===== src/hw/rtl/tkps_pkg.sv =====
`default_nettype none
// ----------------------------------------------------------------------------
// Top-k probability selector package
// Shared widths, constants, slot and cell control types.
// ----------------------------------------------------------------------------
package tkps_pkg;

	localparam int PROB_FRAC_BITS = 16;
	localparam int PROB_W         = 17;
	localparam int IDX_W          = 18;
	localparam int CNT_W          = 3;

	localparam logic [PROB_W-1:0] PROB_ONE = PROB_W'(1) << PROB_FRAC_BITS;

	// One kept entry of the ranked list
	typedef struct packed {
		logic              valid;
		logic [IDX_W-1:0]  tok;
		logic [PROB_W-1:0] prob;
	} tkps_slot_t;

	// Per-cycle command broadcast to every cell
	typedef struct packed {
		logic load;   // try to insert the incoming probability
		logic drain;  // shift the list one rank toward the head
		logic clear;  // empty the cell
	} tkps_cell_ctl_t;

	typedef enum logic {
		ST_RUN,
		ST_DRAIN
	} tkps_state_t;

endpackage : tkps_pkg
`default_nettype wire


===== src/hw/rtl/tkps_cell.sv =====
`default_nettype none
// ----------------------------------------------------------------------------
// Top-k selector cell
// One rank of the sorted list: compares, inserts, shifts down or drains up.
// ----------------------------------------------------------------------------
module tkps_cell (
	input  wire logic                         clk,
	input  wire logic                         arst_n,
	input  wire tkps_pkg::tkps_cell_ctl_t     ctl,
	input  wire logic [tkps_pkg::PROB_W-1:0]  new_prob,
	input  wire logic [tkps_pkg::IDX_W-1:0]   new_tok,
	input  wire tkps_pkg::tkps_slot_t         prev_slot,   // better rank
	input  wire logic                         prev_beats,
	input  wire tkps_pkg::tkps_slot_t         next_slot,   // worse rank
	output tkps_pkg::tkps_slot_t              slot,
	output logic                              beats,
	output tkps_pkg::tkps_slot_t              slot_nxt
);

	tkps_pkg::tkps_slot_t slot_q;

	// Empty slot loses to anything; a tie keeps the earlier token.
	assign beats = !slot_q.valid || (new_prob > slot_q.prob);

	always_comb begin
		slot_nxt = slot_q;
		priority if (ctl.clear) begin
			slot_nxt = '0;
		end else if (ctl.drain) begin
			slot_nxt = next_slot;
		end else if (ctl.load) begin
			if (prev_beats) begin
				slot_nxt = prev_slot;
			end else if (beats) begin
				slot_nxt.valid = 1'b1;
				slot_nxt.tok   = new_tok;
				slot_nxt.prob  = new_prob;
			end
		end
	end

	always_ff @(posedge clk or negedge arst_n) begin
		if (!arst_n) begin
			slot_q <= '0;
		end else begin
			slot_q <= slot_nxt;
		end
	end

	assign slot = slot_q;

endmodule : tkps_cell
`default_nettype wire


===== src/hw/rtl/top_k_probability_selector.sv =====
`default_nettype none
// ----------------------------------------------------------------------------
// Top-k probability selector
// Streaming insertion top-k over a token distribution with early exit.
// ----------------------------------------------------------------------------
// Takes one token probability per input beat (unsigned, 65536 = 1.0; larger
// values saturate to 1.0) and keeps the MAX_TOP best in a row of cells sorted
// best first; ties keep the earlier token. Token positions count from 0 and
// wrap after VOCAB_MAX - 1. A running sum saturating at 1.0 stops the run
// early once 1.0 minus the sum is at most the kept value at rank top_count;
// later items are counted but otherwise ignored. On the beat marked last_item
// the block emits top_count result beats (top_count above MAX_TOP acts as
// MAX_TOP), best first, empty ranks with slot_filled low and zero payload,
// last_result on the final one, then clears. Timing: one item per cycle
// while a run streams in; after the last item the input is stalled for
// top_count result beats, because results leave through the head cell while
// the row shifts toward it. top_count of 0 emits nothing and still clears.
// top_count is written through cfg_valid/cfg_ready (always ready); reset
// value is 1.
// ----------------------------------------------------------------------------
module top_k_probability_selector #(
	parameter int MAX_TOP   = 5,
	parameter int VOCAB_MAX = 262144
) (
	input  wire logic                         clk,
	input  wire logic                         arst_n,
	// configuration
	input  wire logic                         cfg_valid,
	output logic                              cfg_ready,
	input  wire logic [tkps_pkg::CNT_W-1:0]   top_count,
	// item channel
	input  wire logic                         item_valid,
	output logic                              item_stall,
	input  wire logic [tkps_pkg::PROB_W-1:0]  prob,
	input  wire logic                         last_item,
	// result channel
	output logic                              res_valid,
	input  wire logic                         res_stall,
	output logic                              slot_filled,
	output logic [tkps_pkg::IDX_W-1:0]        token_index,
	output logic [tkps_pkg::PROB_W-1:0]       token_prob,
	output logic                              last_result
);

	localparam int POS_W = (VOCAB_MAX > 1) ? $clog2(VOCAB_MAX) : 1;

	// configuration register
	logic [tkps_pkg::CNT_W-1:0] top_count_q;
	logic [tkps_pkg::CNT_W-1:0] k_eff;

	// run state
	logic [POS_W-1:0]            pos_q;
	logic [tkps_pkg::PROB_W-1:0] sum_q;
	logic                        stopped_q;
	logic [tkps_pkg::CNT_W-1:0]  rem_q;      // result beats still to send
	tkps_pkg::tkps_state_t       state_q, state_d;

	// handshakes
	logic item_acc, res_acc;

	// datapath
	logic [tkps_pkg::PROB_W-1:0] p_sat;
	logic [tkps_pkg::PROB_W:0]   sum_wide;
	logic [tkps_pkg::PROB_W-1:0] sum_nxt;
	logic [tkps_pkg::PROB_W-1:0] remain;
	logic [tkps_pkg::IDX_W-1:0]  tok_cur;
	tkps_pkg::tkps_slot_t        sel_nxt;   // rank top_count after this beat
	logic                        stop_set;

	// cell row
	tkps_pkg::tkps_cell_ctl_t    ctl;
	tkps_pkg::tkps_slot_t        slot     [MAX_TOP];
	tkps_pkg::tkps_slot_t        slot_nxt [MAX_TOP];
	logic                        beats    [MAX_TOP];

	assign cfg_ready = 1'b1;

	always_ff @(posedge clk or negedge arst_n) begin
		if (!arst_n) begin
			top_count_q <= tkps_pkg::CNT_W'(1);
		end else if (cfg_valid && cfg_ready) begin
			top_count_q <= top_count;
		end
	end

	always_comb begin
		if (int'(top_count_q) > MAX_TOP) begin
			k_eff = tkps_pkg::CNT_W'(MAX_TOP);
		end else begin
			k_eff = top_count_q;
		end
	end

	assign item_acc = item_valid && !item_stall;
	assign res_acc  = res_valid && !res_stall;

	// probability saturation and running sum
	assign p_sat    = (prob > tkps_pkg::PROB_ONE) ? tkps_pkg::PROB_ONE : prob;
	assign sum_wide = {1'b0, sum_q} + {1'b0, p_sat};
	assign sum_nxt  = (sum_wide > {1'b0, tkps_pkg::PROB_ONE}) ? tkps_pkg::PROB_ONE
	                                                          : sum_wide[tkps_pkg::PROB_W-1:0];
	assign remain   = tkps_pkg::PROB_ONE - sum_nxt;
	assign tok_cur  = tkps_pkg::IDX_W'(pos_q);

	// pick the post-insert entry at rank top_count
	always_comb begin
		sel_nxt = '0;
		for (int i = 0; i < MAX_TOP; i++) begin
			if ((i + 1) == int'(k_eff)) begin
				sel_nxt = slot_nxt[i];
			end
		end
	end

	assign stop_set = ctl.load && (k_eff != '0) && sel_nxt.valid && (remain <= sel_nxt.prob);

	// ---- control FSM ----
	always_ff @(posedge clk or negedge arst_n) begin
		if (!arst_n) begin
			state_q <= tkps_pkg::ST_RUN;
		end else begin
			state_q <= state_d;
		end
	end

	always_comb begin
		state_d    = state_q;
		ctl        = '0;
		item_stall = 1'b0;
		res_valid  = 1'b0;
		unique case (state_q)
			tkps_pkg::ST_RUN: begin
				ctl.load = item_acc && !stopped_q;
				// zero count: nothing to send, clear on the last beat
				ctl.clear = item_acc && last_item && (k_eff == '0);
				if (item_acc && last_item && (k_eff != '0)) begin
					state_d = tkps_pkg::ST_DRAIN;
				end
			end
			tkps_pkg::ST_DRAIN: begin
				item_stall = 1'b1;
				res_valid  = 1'b1;
				ctl.drain  = res_acc;
				ctl.clear  = res_acc && (rem_q == tkps_pkg::CNT_W'(1));
				if (res_acc && (rem_q == tkps_pkg::CNT_W'(1))) begin
					state_d = tkps_pkg::ST_RUN;
				end
			end
			default: begin
				state_d = tkps_pkg::ST_RUN;
			end
		endcase
	end

	// ---- run counters ----
	always_ff @(posedge clk or negedge arst_n) begin
		if (!arst_n) begin
			pos_q     <= '0;
			sum_q     <= '0;
			stopped_q <= 1'b0;
			rem_q     <= '0;
		end else begin
			if (item_acc) begin
				if (last_item) begin
					pos_q     <= '0;
					sum_q     <= '0;
					stopped_q <= 1'b0;
					rem_q     <= k_eff;
				end else begin
					pos_q <= (pos_q == POS_W'(VOCAB_MAX - 1)) ? '0 : pos_q + POS_W'(1);
					if (!stopped_q) begin
						sum_q     <= sum_nxt;
						stopped_q <= stop_set;
					end
				end
			end else if (res_acc) begin
				rem_q <= rem_q - tkps_pkg::CNT_W'(1);
			end
		end
	end

	// ---- cell row, best rank at index 0 ----
	for (genvar i = 0; i < MAX_TOP; i++) begin : g_cell
		tkps_pkg::tkps_slot_t prev_s, next_s;
		logic                 prev_b;

		if (i == 0) begin : g_head
			assign prev_s = '0;
			assign prev_b = 1'b0;
		end else begin : g_body
			assign prev_s = slot[i-1];
			assign prev_b = beats[i-1];
		end

		if (i == MAX_TOP - 1) begin : g_tail
			assign next_s = '0;
		end else begin : g_mid
			assign next_s = slot[i+1];
		end

		tkps_cell u_cell (
			.clk        (clk),
			.arst_n     (arst_n),
			.ctl        (ctl),
			.new_prob   (p_sat),
			.new_tok    (tok_cur),
			.prev_slot  (prev_s),
			.prev_beats (prev_b),
			.next_slot  (next_s),
			.slot       (slot[i]),
			.beats      (beats[i]),
			.slot_nxt   (slot_nxt[i])
		);
	end

	// ---- result beat comes straight from the head cell ----
	assign slot_filled = slot[0].valid;
	assign token_index = slot[0].valid ? slot[0].tok  : '0;
	assign token_prob  = slot[0].valid ? slot[0].prob : '0;
	assign last_result = (rem_q == tkps_pkg::CNT_W'(1));

	// ---- assertions ----
	a_rem_nonzero: assert property (@(posedge clk) disable iff (!arst_n)
		res_valid |-> (rem_q != '0))
		else $error("result beat pending with no remaining count");

	a_drain_start: assert property (@(posedge clk) disable iff (!arst_n)
		$rose(res_valid) |-> $past(item_valid && !item_stall && last_item))
		else $error("results started without a last item");

	a_drain_end: assert property (@(posedge clk) disable iff (!arst_n)
		(res_valid && !res_stall && last_result) |=> (!res_valid && (slot[0].valid == 1'b0)))
		else $error("row not cleared after final result beat");

	for (genvar i = 0; i + 1 < MAX_TOP; i++) begin : g_chk
		a_sorted: assert property (@(posedge clk) disable iff (!arst_n)
			slot[i+1].valid |-> (slot[i].valid && (slot[i].prob >= slot[i+1].prob)))
			else $error("cell row out of order");
	end

endmodule : top_k_probability_selector
`default_nettype wire

===== config.mk =====
export PLATFORM = sky130hd
export DESIGN_NAME = top_k_probability_selector
export DESIGN_NICKNAME = d
export VERILOG_FILES = /design/src/hw/rtl/tkps_pkg.sv /design/src/hw/rtl/tkps_cell.sv /design/src/hw/rtl/top_k_probability_selector.sv
export SDC_FILE = /design/constraint.sdc
export NUM_CORES = 1
export LEC_CHECK = 0
export ABC_CLOCK_PERIOD_IN_PS = 11200
export BUFFER_PORTS_ARGS = -buffer_cell sky130_fd_sc_hd__buf_2
export CORE_ASPECT_RATIO = 2
export CORE_MARGIN = 2
export CORE_UTILIZATION = 45
export CTS_BUF_LIST = sky130_fd_sc_hd__clkbuf_4
export CTS_CLUSTER_DIAMETER = 30
export DETAILED_ROUTE_END_ITERATION = 10
export GPL_TIMING_DRIVEN = 0
export PLACE_DENSITY = 0.67
export SKIP_CTS_REPAIR_TIMING = 1
export SLEW_MARGIN = 20
export SYNTH_ARGS = -nofsm -noshare
export SYNTH_HDL_FRONTEND = slang
export SYNTH_SLANG_ARGS = --single-unit

===== constraint.sdc =====
create_clock -name clk -period 11.2 [get_ports clk]
set_input_delay 3.36 -clock clk [delete_from_list [all_inputs] [get_ports clk]]
set_output_delay 3.36 -clock clk [all_outputs]
set_load 0.01 [all_outputs]

== Word-level counts from Yosys, hierarchy flattened ==
Cells that the tools add are included.
Word-level totals
  word-level logic and storage cells: 122
  bits of input ports: 26
  register bits: 223
Cells by class
  order comparisons: 9
  eq/ne operators: 9
  $add $sub $neg: 4
  muxes and demuxes: 50
  reduce and logical (&&, ||, !) cells: 28
  bitwise operators: 1
Operators by type and width (count)
  two-way mux 36 bit: 29
  > comparator 17 bit: 5
  two-way mux 17 bit: 5
  two-way mux 18 bit: 3
  adder 17 x 17 -> 18 bit: 1
  adder 18 x 1 -> 18 bit, second input constant: 1
  == test 18 bit, second input constant: 1
  > comparator 18 x 17 -> 1 bit, second input constant: 1
  > comparator 17 bit, second input constant: 1
  <= comparator 17 bit: 1
  subtractor 17 bit, first input constant: 1
  == test 3 bit, first input constant: 4
  two-way mux 3 bit: 4
  logical AND 1 bit: 10
  zero test 1 bit: 8
  two-way mux 1 bit: 7
  logical OR 1 bit: 5
  inequality test 2 bit, second input constant: 2
  case mux 1 bit (2 select lines): 2
  AND reduction 2 bit: 2
  == test 2 x 3 -> 1 bit, first input constant: 1
  == test 3 x 1 -> 1 bit, second input constant: 1
  > comparator 3 bit, second input constant: 1
  zero test 3 bit: 1
  4 further kinds: 4

== Logic depth before layout (Yosys ltp) ==
Gate-level depths: netlist (run 1).
  depth in word-level cells: 17
  gate-level depth with buffers: 29

== Hierarchy ==
Synthesis (run 1) repeated with hierarchy kept, for this count alone.
Unflattened totals
  cells, all modules: 2363
  area, all modules: 19737.7 um2
Modules (own cells, without submodules)
  tkps_cell (g_cell[0].u_cell ...): cells an instance 307, area an instance 2854.0 um2, seq. area each 900.9 um2, times used 3
  tkps_cell (g_cell[3].u_cell ...): cells an instance 394, area an instance 3032.9 um2, seq. area each 900.9 um2, times used 2
  top_k_probability_selector: cells an instance 654, area an instance 5109.9 um2, seq. area each 1077.3 um2, times used 1

== Worst setup path after synthesis (run 1) ==
Ideal clock, no wire load.
  path kind: input-to-reg
  start point: input port prob[10] (netlist name)
  end point: register stopped_q
  cell stages on the path: 29
  data arrival time: 8983 ps
  slack: 2152 ps
  required time: 11135 ps
  setup time: 65 ps
  cells stage by stage: nor4_1 -> a41o_1 -> and2_1 -> clkbuf_1 -> inv_1 -> fa_1 -> and3b_1 -> a311o_1 -> o221ai_1 -> o21ai_0 -> a311oi_1 -> xnor2_1 -> nor2_1 -> clkbuf_1 -> nand2_1 -> ha_1 -> clkbuf_1 -> nand3_1 -> o21a_1 -> o22ai_1 -> ha_1 -> a21o_1 -> a21o_1 -> a21oi_1 -> o21ai_0 -> a221oi_1 -> o21ai_0 -> a21oi_1 -> o21a_1
Between the ends
  word-level cells in the longest chain between the ends: 17
Ends and longest elaborated chain
  start, declared: RTL line top_k_probability_selector.sv:34  | input wire logic [tkps_pkg::PROB_W-1:0] prob,
  > comparator 17 bit: RTL line top_k_probability_selector.sv:98  | assign p_sat = (prob > tkps_pkg::PROB_ONE) ? tkps_pkg::PROB_ONE : prob;
  two-way mux 17 bit *: RTL line top_k_probability_selector.sv:98
  branches (longest 12 deep; another with adder 17 x 17 -> 18 bit)
  logical AND 1 bit *: RTL line top_k_probability_selector.sv:115  | assign stop_set = ctl.load && (k_eff != '0) && sel_nxt.valid && (remain <= sel_nxt.prob);
  two-way mux 1 bit *: RTL line top_k_probability_selector.sv:171  | if (!stopped_q) begin
  two-way mux 1 bit *: RTL line top_k_probability_selector.sv:164  | if (last_item) begin
  end signal, assigned: RTL line top_k_probability_selector.sv:173  | stopped_q <= stop_set;
  end, declared: RTL line top_k_probability_selector.sv:54  | logic stopped_q;
Every way passes the cells marked *.
A chain may end at the register's enable or synchronous reset.

== Final worst setup path (run 1) ==
  start point: input port prob[16] (netlist name)
  end point: register stopped_q
Same word-level chain as after synthesis.

==> results of run 1 <==
[cell usage in the layout (no fill, tap or decap), types with 21 or more instances in the layout]
master	count
a21o_1	45
a21oi_1	163
a221oi_1	49
a311oi_1	24
and2_1	28
buf_2	66
clkbuf_1	153
clkbuf_4	86
dfrtp_1	222
ha_1	117
inv_1	110
nand2_1	176
nand3_1	38
nand4_1	21
nor2_1	251
nor3_1	70
o211ai_1	26
o21ai_0	158
o221ai_1	46
o22ai_1	59
xnor2_1	24
[through the flow]
step                      setup TNS [ns]  instances
final                                  0       2721
after global routing                   0       2720
after CTS                              0       2718
after floorplan                        0       2087
after global placement           -0.5373       2605
after detailed placement         -0.4183       2609
[registers in the layout (all words and copies together) (netlist names)]
| signal | cells |
|---|---|
| g_cell.u_cell.slot | 180 |
| pos_q | 18 |
| sum_q | 17 |
| rem_q | 3 |
| top_count_q | 3 |
| state_q | 1 |
| stopped_q | 1 |
[power by group]
part | switching (uW) | internal [uW] | leakage [uW]
Clock | 396 | 446 | 0.000501
Sequential | 465 | 1150 | 0.00278
Combinational | 2300 | 1130 | 0.00497
Total | 3160 | 2730 | 0.00825
[kinds of logic (layout without fill, tap and decap cells)]
group / after synthesis / in the layout / share of synthesized area
XOR/XNOR: 40 / 40 / 0.02110
other: 1 / 3 / 0.0002258
adder cells (fa/ha/maj): 119 / 119 / 0.08996
AO/OA/AOI/OAI: 731 / 731 / 0.2940
buffers and inverters: 288 / 466 / 0.06646
multiplexers: 12 / 12 / 0.007761
flip-flops: 223 / 223 / 0.3361
AND/OR/NAND/NOR: 673 / 673 / 0.1844
[worst paths after layout]
| kind | startpoint | slack, ns | cells past startpoint | end |
|---|---|---|---|---|
| max | prob[16] | 0.12 | 28 | stopped_q |
| min | sum_q[0] | 0.51 | 1 | sum_q[0] |
| min reg2reg | sum_q[0] | 0.51 | 1 | sum_q[0] |
| min in group asynchronous | arst_n | 2.43 | 1 | stopped_q |
| max reg2reg | g_cell[1].u_cell.slot[15] | 3.90 | 24 | stopped_q |
| max in group asynchronous | arst_n | 7.40 | 4 | g_cell[4].u_cell.slot[31] |
[Yosys cell counts, types with 6 or more instances]
master,n
and3_1,6
o21ai_1,9
a221o_1,15
dfrtp_1,222
o221ai_1,46
o31ai_1,7
nor4_1,11
nor3_1,70
nand2_1,176
nand3_1,38
buf_1,14
o21a_1,9
or3_1,18
mux2_2,7
a311oi_1,24
a21oi_1,163
and2_1,28
xor2_1,16
a31oi_1,19
a21o_1,45
and4_1,6
a211oi_1,14
xnor2_1,24
a22o_1,7
nor2_1,251
ha_1,117
o21ai_0,158
inv_1,111
a221oi_1,49
o211ai_1,26
nand2b_1,13
nand4_1,21
nor2b_1,20
clkbuf_1,155
a2111oi_0,14
o22a_1,18
o22ai_1,59
[final cells by class]
| cell class | count | area, um^2 | area share |
|---|---|---|---|
| clock inverters | 23 | 200.2 | 0.01084 |
| plain buffers | 176 | 686.9 | 0.03718 |
| inverters | 112 | 424.2 | 0.02296 |
| clock buffers | 86 | 645.6 | 0.03495 |
| diodes | 2 | 5.005 | 0.0002709 |
| well taps | 454 | 568.0 | 0.03075 |
| repair buffers | 69 | 431.7 | 0.02337 |
| multi-input cells | 1576 | 9931 | 0.5376 |
| flip-flops and latches | 223 | 5582 | 0.3021 |
[worst max-delay path: cells and delay by family]
kind / cells / cell delay (ns)
compound gates: 13 / 2.74
fa+ha+maj: 2 / 0.93
buf+inv: 5 / 2.17
simple gates: 8 / 2.58
[per-layer routing]
metal | track usage | routed length [um]
met1 | 0.3874 | 25760
met2 | 0.7727 | 42710
met3 | 0.09525 | 6053
met4 | 0.4997 | 12130
met5 | 0 | 13
==> summary.md, run 1 <==
| Metric | Value |
|---|---|
| Fin Hold WS | 0.5054 ns |
| FILL cells | 3814 |
| Row cnt | 99 |
| Final period utilization | 0.9895 |
| Critical-path maximum fanout | 11 |
| CP max-delay cell | nor4bb_1 |
| CTS clk-pin slew, worst paths | 0.07 ns |
| Starting Density | 0.4560 |
| Overall die area | 38550 um^2 |
| # nets final | 2361 |
| First-pass GRT wire length | 123300 um |
| CTS H-tree lvls | 2 |
| Overall routed net length | 86670 um |
| Gr usage total | 0.4401 |
| Area share of the largest cell type after synthesis | 0.3345 |
| Lkg Pwr | 0.008249 uW |
| Syn nets | 2231 |
| CP Class | in2reg |
| Status | complete, no violations |
| Port buffer count | 64 |
| Clk Latency, worst-skew pair | 0.81 ns |
| Via/cell ratio | 6.788 |
| Delay of the slowest cell on the worst path | 1.13 ns |
| Synth cell types | 81 |
| Worst EP arrival | 11.82 ns |
| Routability cong. | 1.082 |
| Main synth FF type | dfrtp_1 |
| Inserted Clock Buffers | 59 |
| Final ANT Viol Nets | 0 |
| Min Clock Period, post-route | 11.08 ns |
| Leading area contributor after synthesis | dfrtp_1 |
| Cells after synthesis | 2087 |
| RSZ-0062 raised after global routing | false |
| CTS tree | yes |
| Initial DRT Pass Iterations | 8 |
| Top post-synthesis cells by area | dfrtp_1 33%, ha_1 8.8%, nor2_1 5.7% |
| Relative slew margins | 0.1296 |
| Final worst slack | 0.1177 ns |
| Slew @ Worst Pin | 1.288 ns |
| Placed Area | 17600 um^2 |
| # DRC | 0 |
| Startpoint types | primary input |
| Core area | 36420 um^2 |
| Root buffer cell | clkbuf_4 |
| Power, Total | 5886 uW |
| Final core utilization | 0.5073 |
| Chip height | 275.7 um |
| Total number of vias | 18470 |
| Hold Path Class | reg2reg |
| Synthesis-stage register bit count | 223 |
| # IOs | 66 |
| Post-synthesis sequential area ratio | 0.3361 |
| Crit path capture type | flip-flop |
| Max cap viols | 0 |
| Crit path top cell by count | o21ai_0 |
| Final Instance Area | 18470 um^2 |
| EDFF count, synth | 0 |
| Initial DRC Count | 1531 |
| Number of global-route vias before repair | 18790 |
| Sink Count | 223 |
| Layout area overhead | 11.25% |
| Endpoints failing hold | 0 |
| Initial antenna violation count | 2 |
| Share of layout cells above drive strength 1 | 0.08874 |
| Final Slew Violations | 0 |
| Synthesized area | 16610 um^2 |
| Clock skew | 0.08464 ns |
| Pwr Density | 318.6 nW/um^2 |
| Detailed placer's ending HPWL | 67530 um |
| Avg WL per Cell | 31.85 um |
| # setup viols final | 0 |
| CTS Buffer Depth | 3 |
| Remaining global-route overflow | 0 |
| Largest net degree at the start of global routing | 71 |
| Die X | 139.8 um |
| Pre-CTS WS | -0.4183 ns |
| Synth Area per Inst | 7.957 um^2 |
| Post-synth ARST share | 1.000 |
| Maximum vdd drop | 0.0001739 V |
| CP required | 11.94 ns |
| Yosys Warn Count | 0 |
| Highest Clock Rate | 0.09023 GHz |
Power figures use the tool's default switching activity.
==> run 2, diff against run 1 <==
--- a/config.mk
+++ b/config.mk
@@ -7,14 +7,16 @@
 export LEC_CHECK = 0
 export ABC_CLOCK_PERIOD_IN_PS = 11200
 export BUFFER_PORTS_ARGS = -buffer_cell sky130_fd_sc_hd__buf_2
+export CELL_PAD_IN_SITES_DETAIL_PLACEMENT = 0
+export CELL_PAD_IN_SITES_GLOBAL_PLACEMENT = 2
 export CORE_ASPECT_RATIO = 2
 export CORE_MARGIN = 2
-export CORE_UTILIZATION = 45
+export CORE_UTILIZATION = 42
 export CTS_BUF_LIST = sky130_fd_sc_hd__clkbuf_4
 export CTS_CLUSTER_DIAMETER = 30
 export DETAILED_ROUTE_END_ITERATION = 10
 export GPL_TIMING_DRIVEN = 0
-export PLACE_DENSITY = 0.67
+export PLACE_DENSITY = 0.94
 export SKIP_CTS_REPAIR_TIMING = 1
 export SLEW_MARGIN = 20
 export SYNTH_ARGS = -nofsm -noshare
==> run 2 against run 1 <==
  * Sequential power is essentially flat
  * Core utilization decreased by 3.8 points
  * Count of clock-buffer cells in the layout shrank 14
  * First-iteration DRC count down 11%
  * Die area is 7.0% higher
  * Hold slack got worse by 0.0075 ns
  * Via count shrank 1.7%
  * Cell count up 2.5%
  * Critical path type unchanged
  * Critical endpoint unchanged
==> summary.md, run 2 (synthesized netlist as in run 1, its figures left out) <==
| Metric | Value |
|---|---|
| Delay of the slowest cell on the worst path | 0.87 ns (-0.26 ns) |
| Placed Area | 17670 um^2 (+0.36%) |
| CTS tree | yes |
| Crit path max-delay family | compound AO/OA/AOI/OAI gates |
| Initial antenna violation count | 5 (+3) |
| Hold Path Class | reg2reg |
| Root buffer cell | clkbuf_4 |
| Highest Clock Rate | 0.09352 GHz (+3.6%) |
| Overall die area | 41240 um^2 (+7.0%) |
| Most frequent cells in the layout | 251 x nor2_1, 222 x dfrtp_1, 176 x nand2_1 |
| Endpoints failing hold | 0 (unchanged) |
| Clock skew | 0.04777 ns (-0.03687 ns) |
| Layout area overhead | 11.02% |
| Remaining global-route overflow | 0 (unchanged) |
| Share of layout cells above drive strength 1 | 0.08182 (-0.006920) |
| Clk Latency, worst-skew pair | 0.82 ns (about the same) |
| Gr usage total | 0.4049 (-0.03523) |
| Max cap viols | 0 (unchanged) |
| CP max-delay cell | nor3_1 |
| Via/cell ratio | 6.512 (-4.1%) |
| Core area | 39310 um^2 (+7.9%) |
| Final Instance Area | 18440 um^2 (-0.20%) |
| Met3 routed WL | 5734 um (-5.3%) |
| R2r setup slk | 4.34 ns (+0.44 ns) |
| Sink Count | 223 (unchanged) |
| Slew @ Worst Pin | 1.286 ns (-0.002294 ns) |
| Crit path capture type | flip-flop |
| Port buffer count | 64 (unchanged) |
| Starting Density | 0.4225 (-0.03352) |
| # setup viols final | 0 (unchanged) |
| Overall routed net length | 83140 um (-4.1%) |
| Routed metal-1 wire length | 24750 um (-3.9%) |
| Crit path top cell by count | o21ai_0 |
| Largest net degree at the start of global routing | 92 (+30%) |
| Relative slew margins | 0.1429 (+0.01324) |
| Setup TNS Final | 0 ns (unchanged) |
| Avg WL per Cell | 29.81 um (-6.4%) |
| Most common cell after layout, fill and taps aside | nor2_1 |
| # IOs | 66 (unchanged) |
| CTS Buffer Depth | 3 (unchanged) |
| Routability cong. | 1.051 (-2.8%) |
| Detailed placer's ending HPWL | 64170 um (-5.0%) |
| Worst EP arrival | 11.44 ns (-0.38 ns) |
| CTS clk-pin slew, worst paths | 0.07 ns (about the same) |
| Highest Signal Layer | met5 |
| Chip height | 285.2 um (+3.5%) |
| Critical-path maximum fanout | 10 (-1) |
| Number of flip-flops in the largest register | 180 (unchanged) |
| Startpoint types | primary input |
| Final ANT Viol Nets | 0 (unchanged) |
| Initial DRT Pass Iterations | 5 (-3) |
| CP Class | in2reg |
| CTS H-tree lvls | 2 (unchanged) |
| Bufs and invs on worst path | 3 (-2) |
| Status | complete, no violations |
| Inserted Clock Buffers | 57 (-3.4%) |
| RSZ-0062 raised after global routing | false |
| CP required | 11.94 ns (about the same) |
| Fin Hold WS | 0.4979 ns (-0.007483 ns) |
| # DRC | 0 (unchanged) |
| Lkg Pwr | 0.008168 uW (-0.99%) |
| Number of global-route vias before repair | 18640 (-0.82%) |
| Maximum vdd drop | 0.0001471 V (-15%) |
| Final period utilization | 0.9548 (-0.03473) |
| Total number of vias | 18160 (-1.7%) |
| Min Clock Period, post-route | 10.69 ns (-0.3890 ns) |
| First-pass GRT wire length | 119600 um (-3.0%) |
| Die X | 144.6 um (+3.4%) |
| Final Slew Violations | 0 (unchanged) |
| Met2 WL | 40900 um (-4.2%) |
| Row cnt | 103 (+4.0%) |
| # nets final | 2358 (-0.13%) |
| Pwr Density | 309.0 nW/um^2 (-3.0%) |
| Initial DRC Count | 1370 (-11%) |
| Final core utilization | 0.4690 (-0.03824) |
[run 2: worst paths after layout]
kind / to / startpoint / cells after the start
setup / recovery: stopped_q / prob[5] / 28
hold / removal: sum_q[5] / sum_q[5] / 2
setup reg to reg: stopped_q / g_cell[0].u_cell.slot[14] / 24
hold reg to reg: sum_q[5] / sum_q[5] / 2
max in group asynchronous: pos_q[14] / arst_n / 3
min in group asynchronous: g_cell[1].u_cell.slot[11] / arst_n / 1
[run 2: worst reg2reg max path, delay by kind of cell (launching register included)]
kind / cells / cell delay, ns
AO/OA/AOI/OAI: 15 / 2.97
adder cells (fa/ha/maj): 2 / 0.62
buffers and inverters: 2 / 1.04
flip-flops: 1 / 0.36
AND/OR/NAND/NOR: 5 / 1.82
[run 2: through the flow]
step	worst slack (ns)	total power, uW	instances
global route	0.1949	6007	2788
finish	0.5067	5698	2789
floorplan	2.152	3528	2087
detailed placement	-0.2897	4792	2679
global placement	-0.1868	4725	2676
CTS	0.5068	5556	2785
[run 2: area by class of cell]
class	instances	area (um^2)
fill	4039	20870
multi-input combinational	1576	9940
sequential	223	5582
buffer	176	686.9
tap	525	656.9
clock buffer	72	540.5
inverter	112	420.4
timing repair buffer	68	407.9
clock inverter	34	195.2
antenna	3	7.507
[run 2: routing by layer]
metal	GRT usage	vias up
met3	0.09421	502
met2	0.6902	1013
met4	0.4408	2
li1	-	7978
met1	0.3648	8666
met5	0	-
[run 2: where the power goes]
group / internal [uW] / switching, uW / total (uW)
combinational: 1120 / 2230 / 3350
clock: 352 / 400 / 752
sequential: 1150 / 442 / 1600
total: 2630 / 3070 / 5700
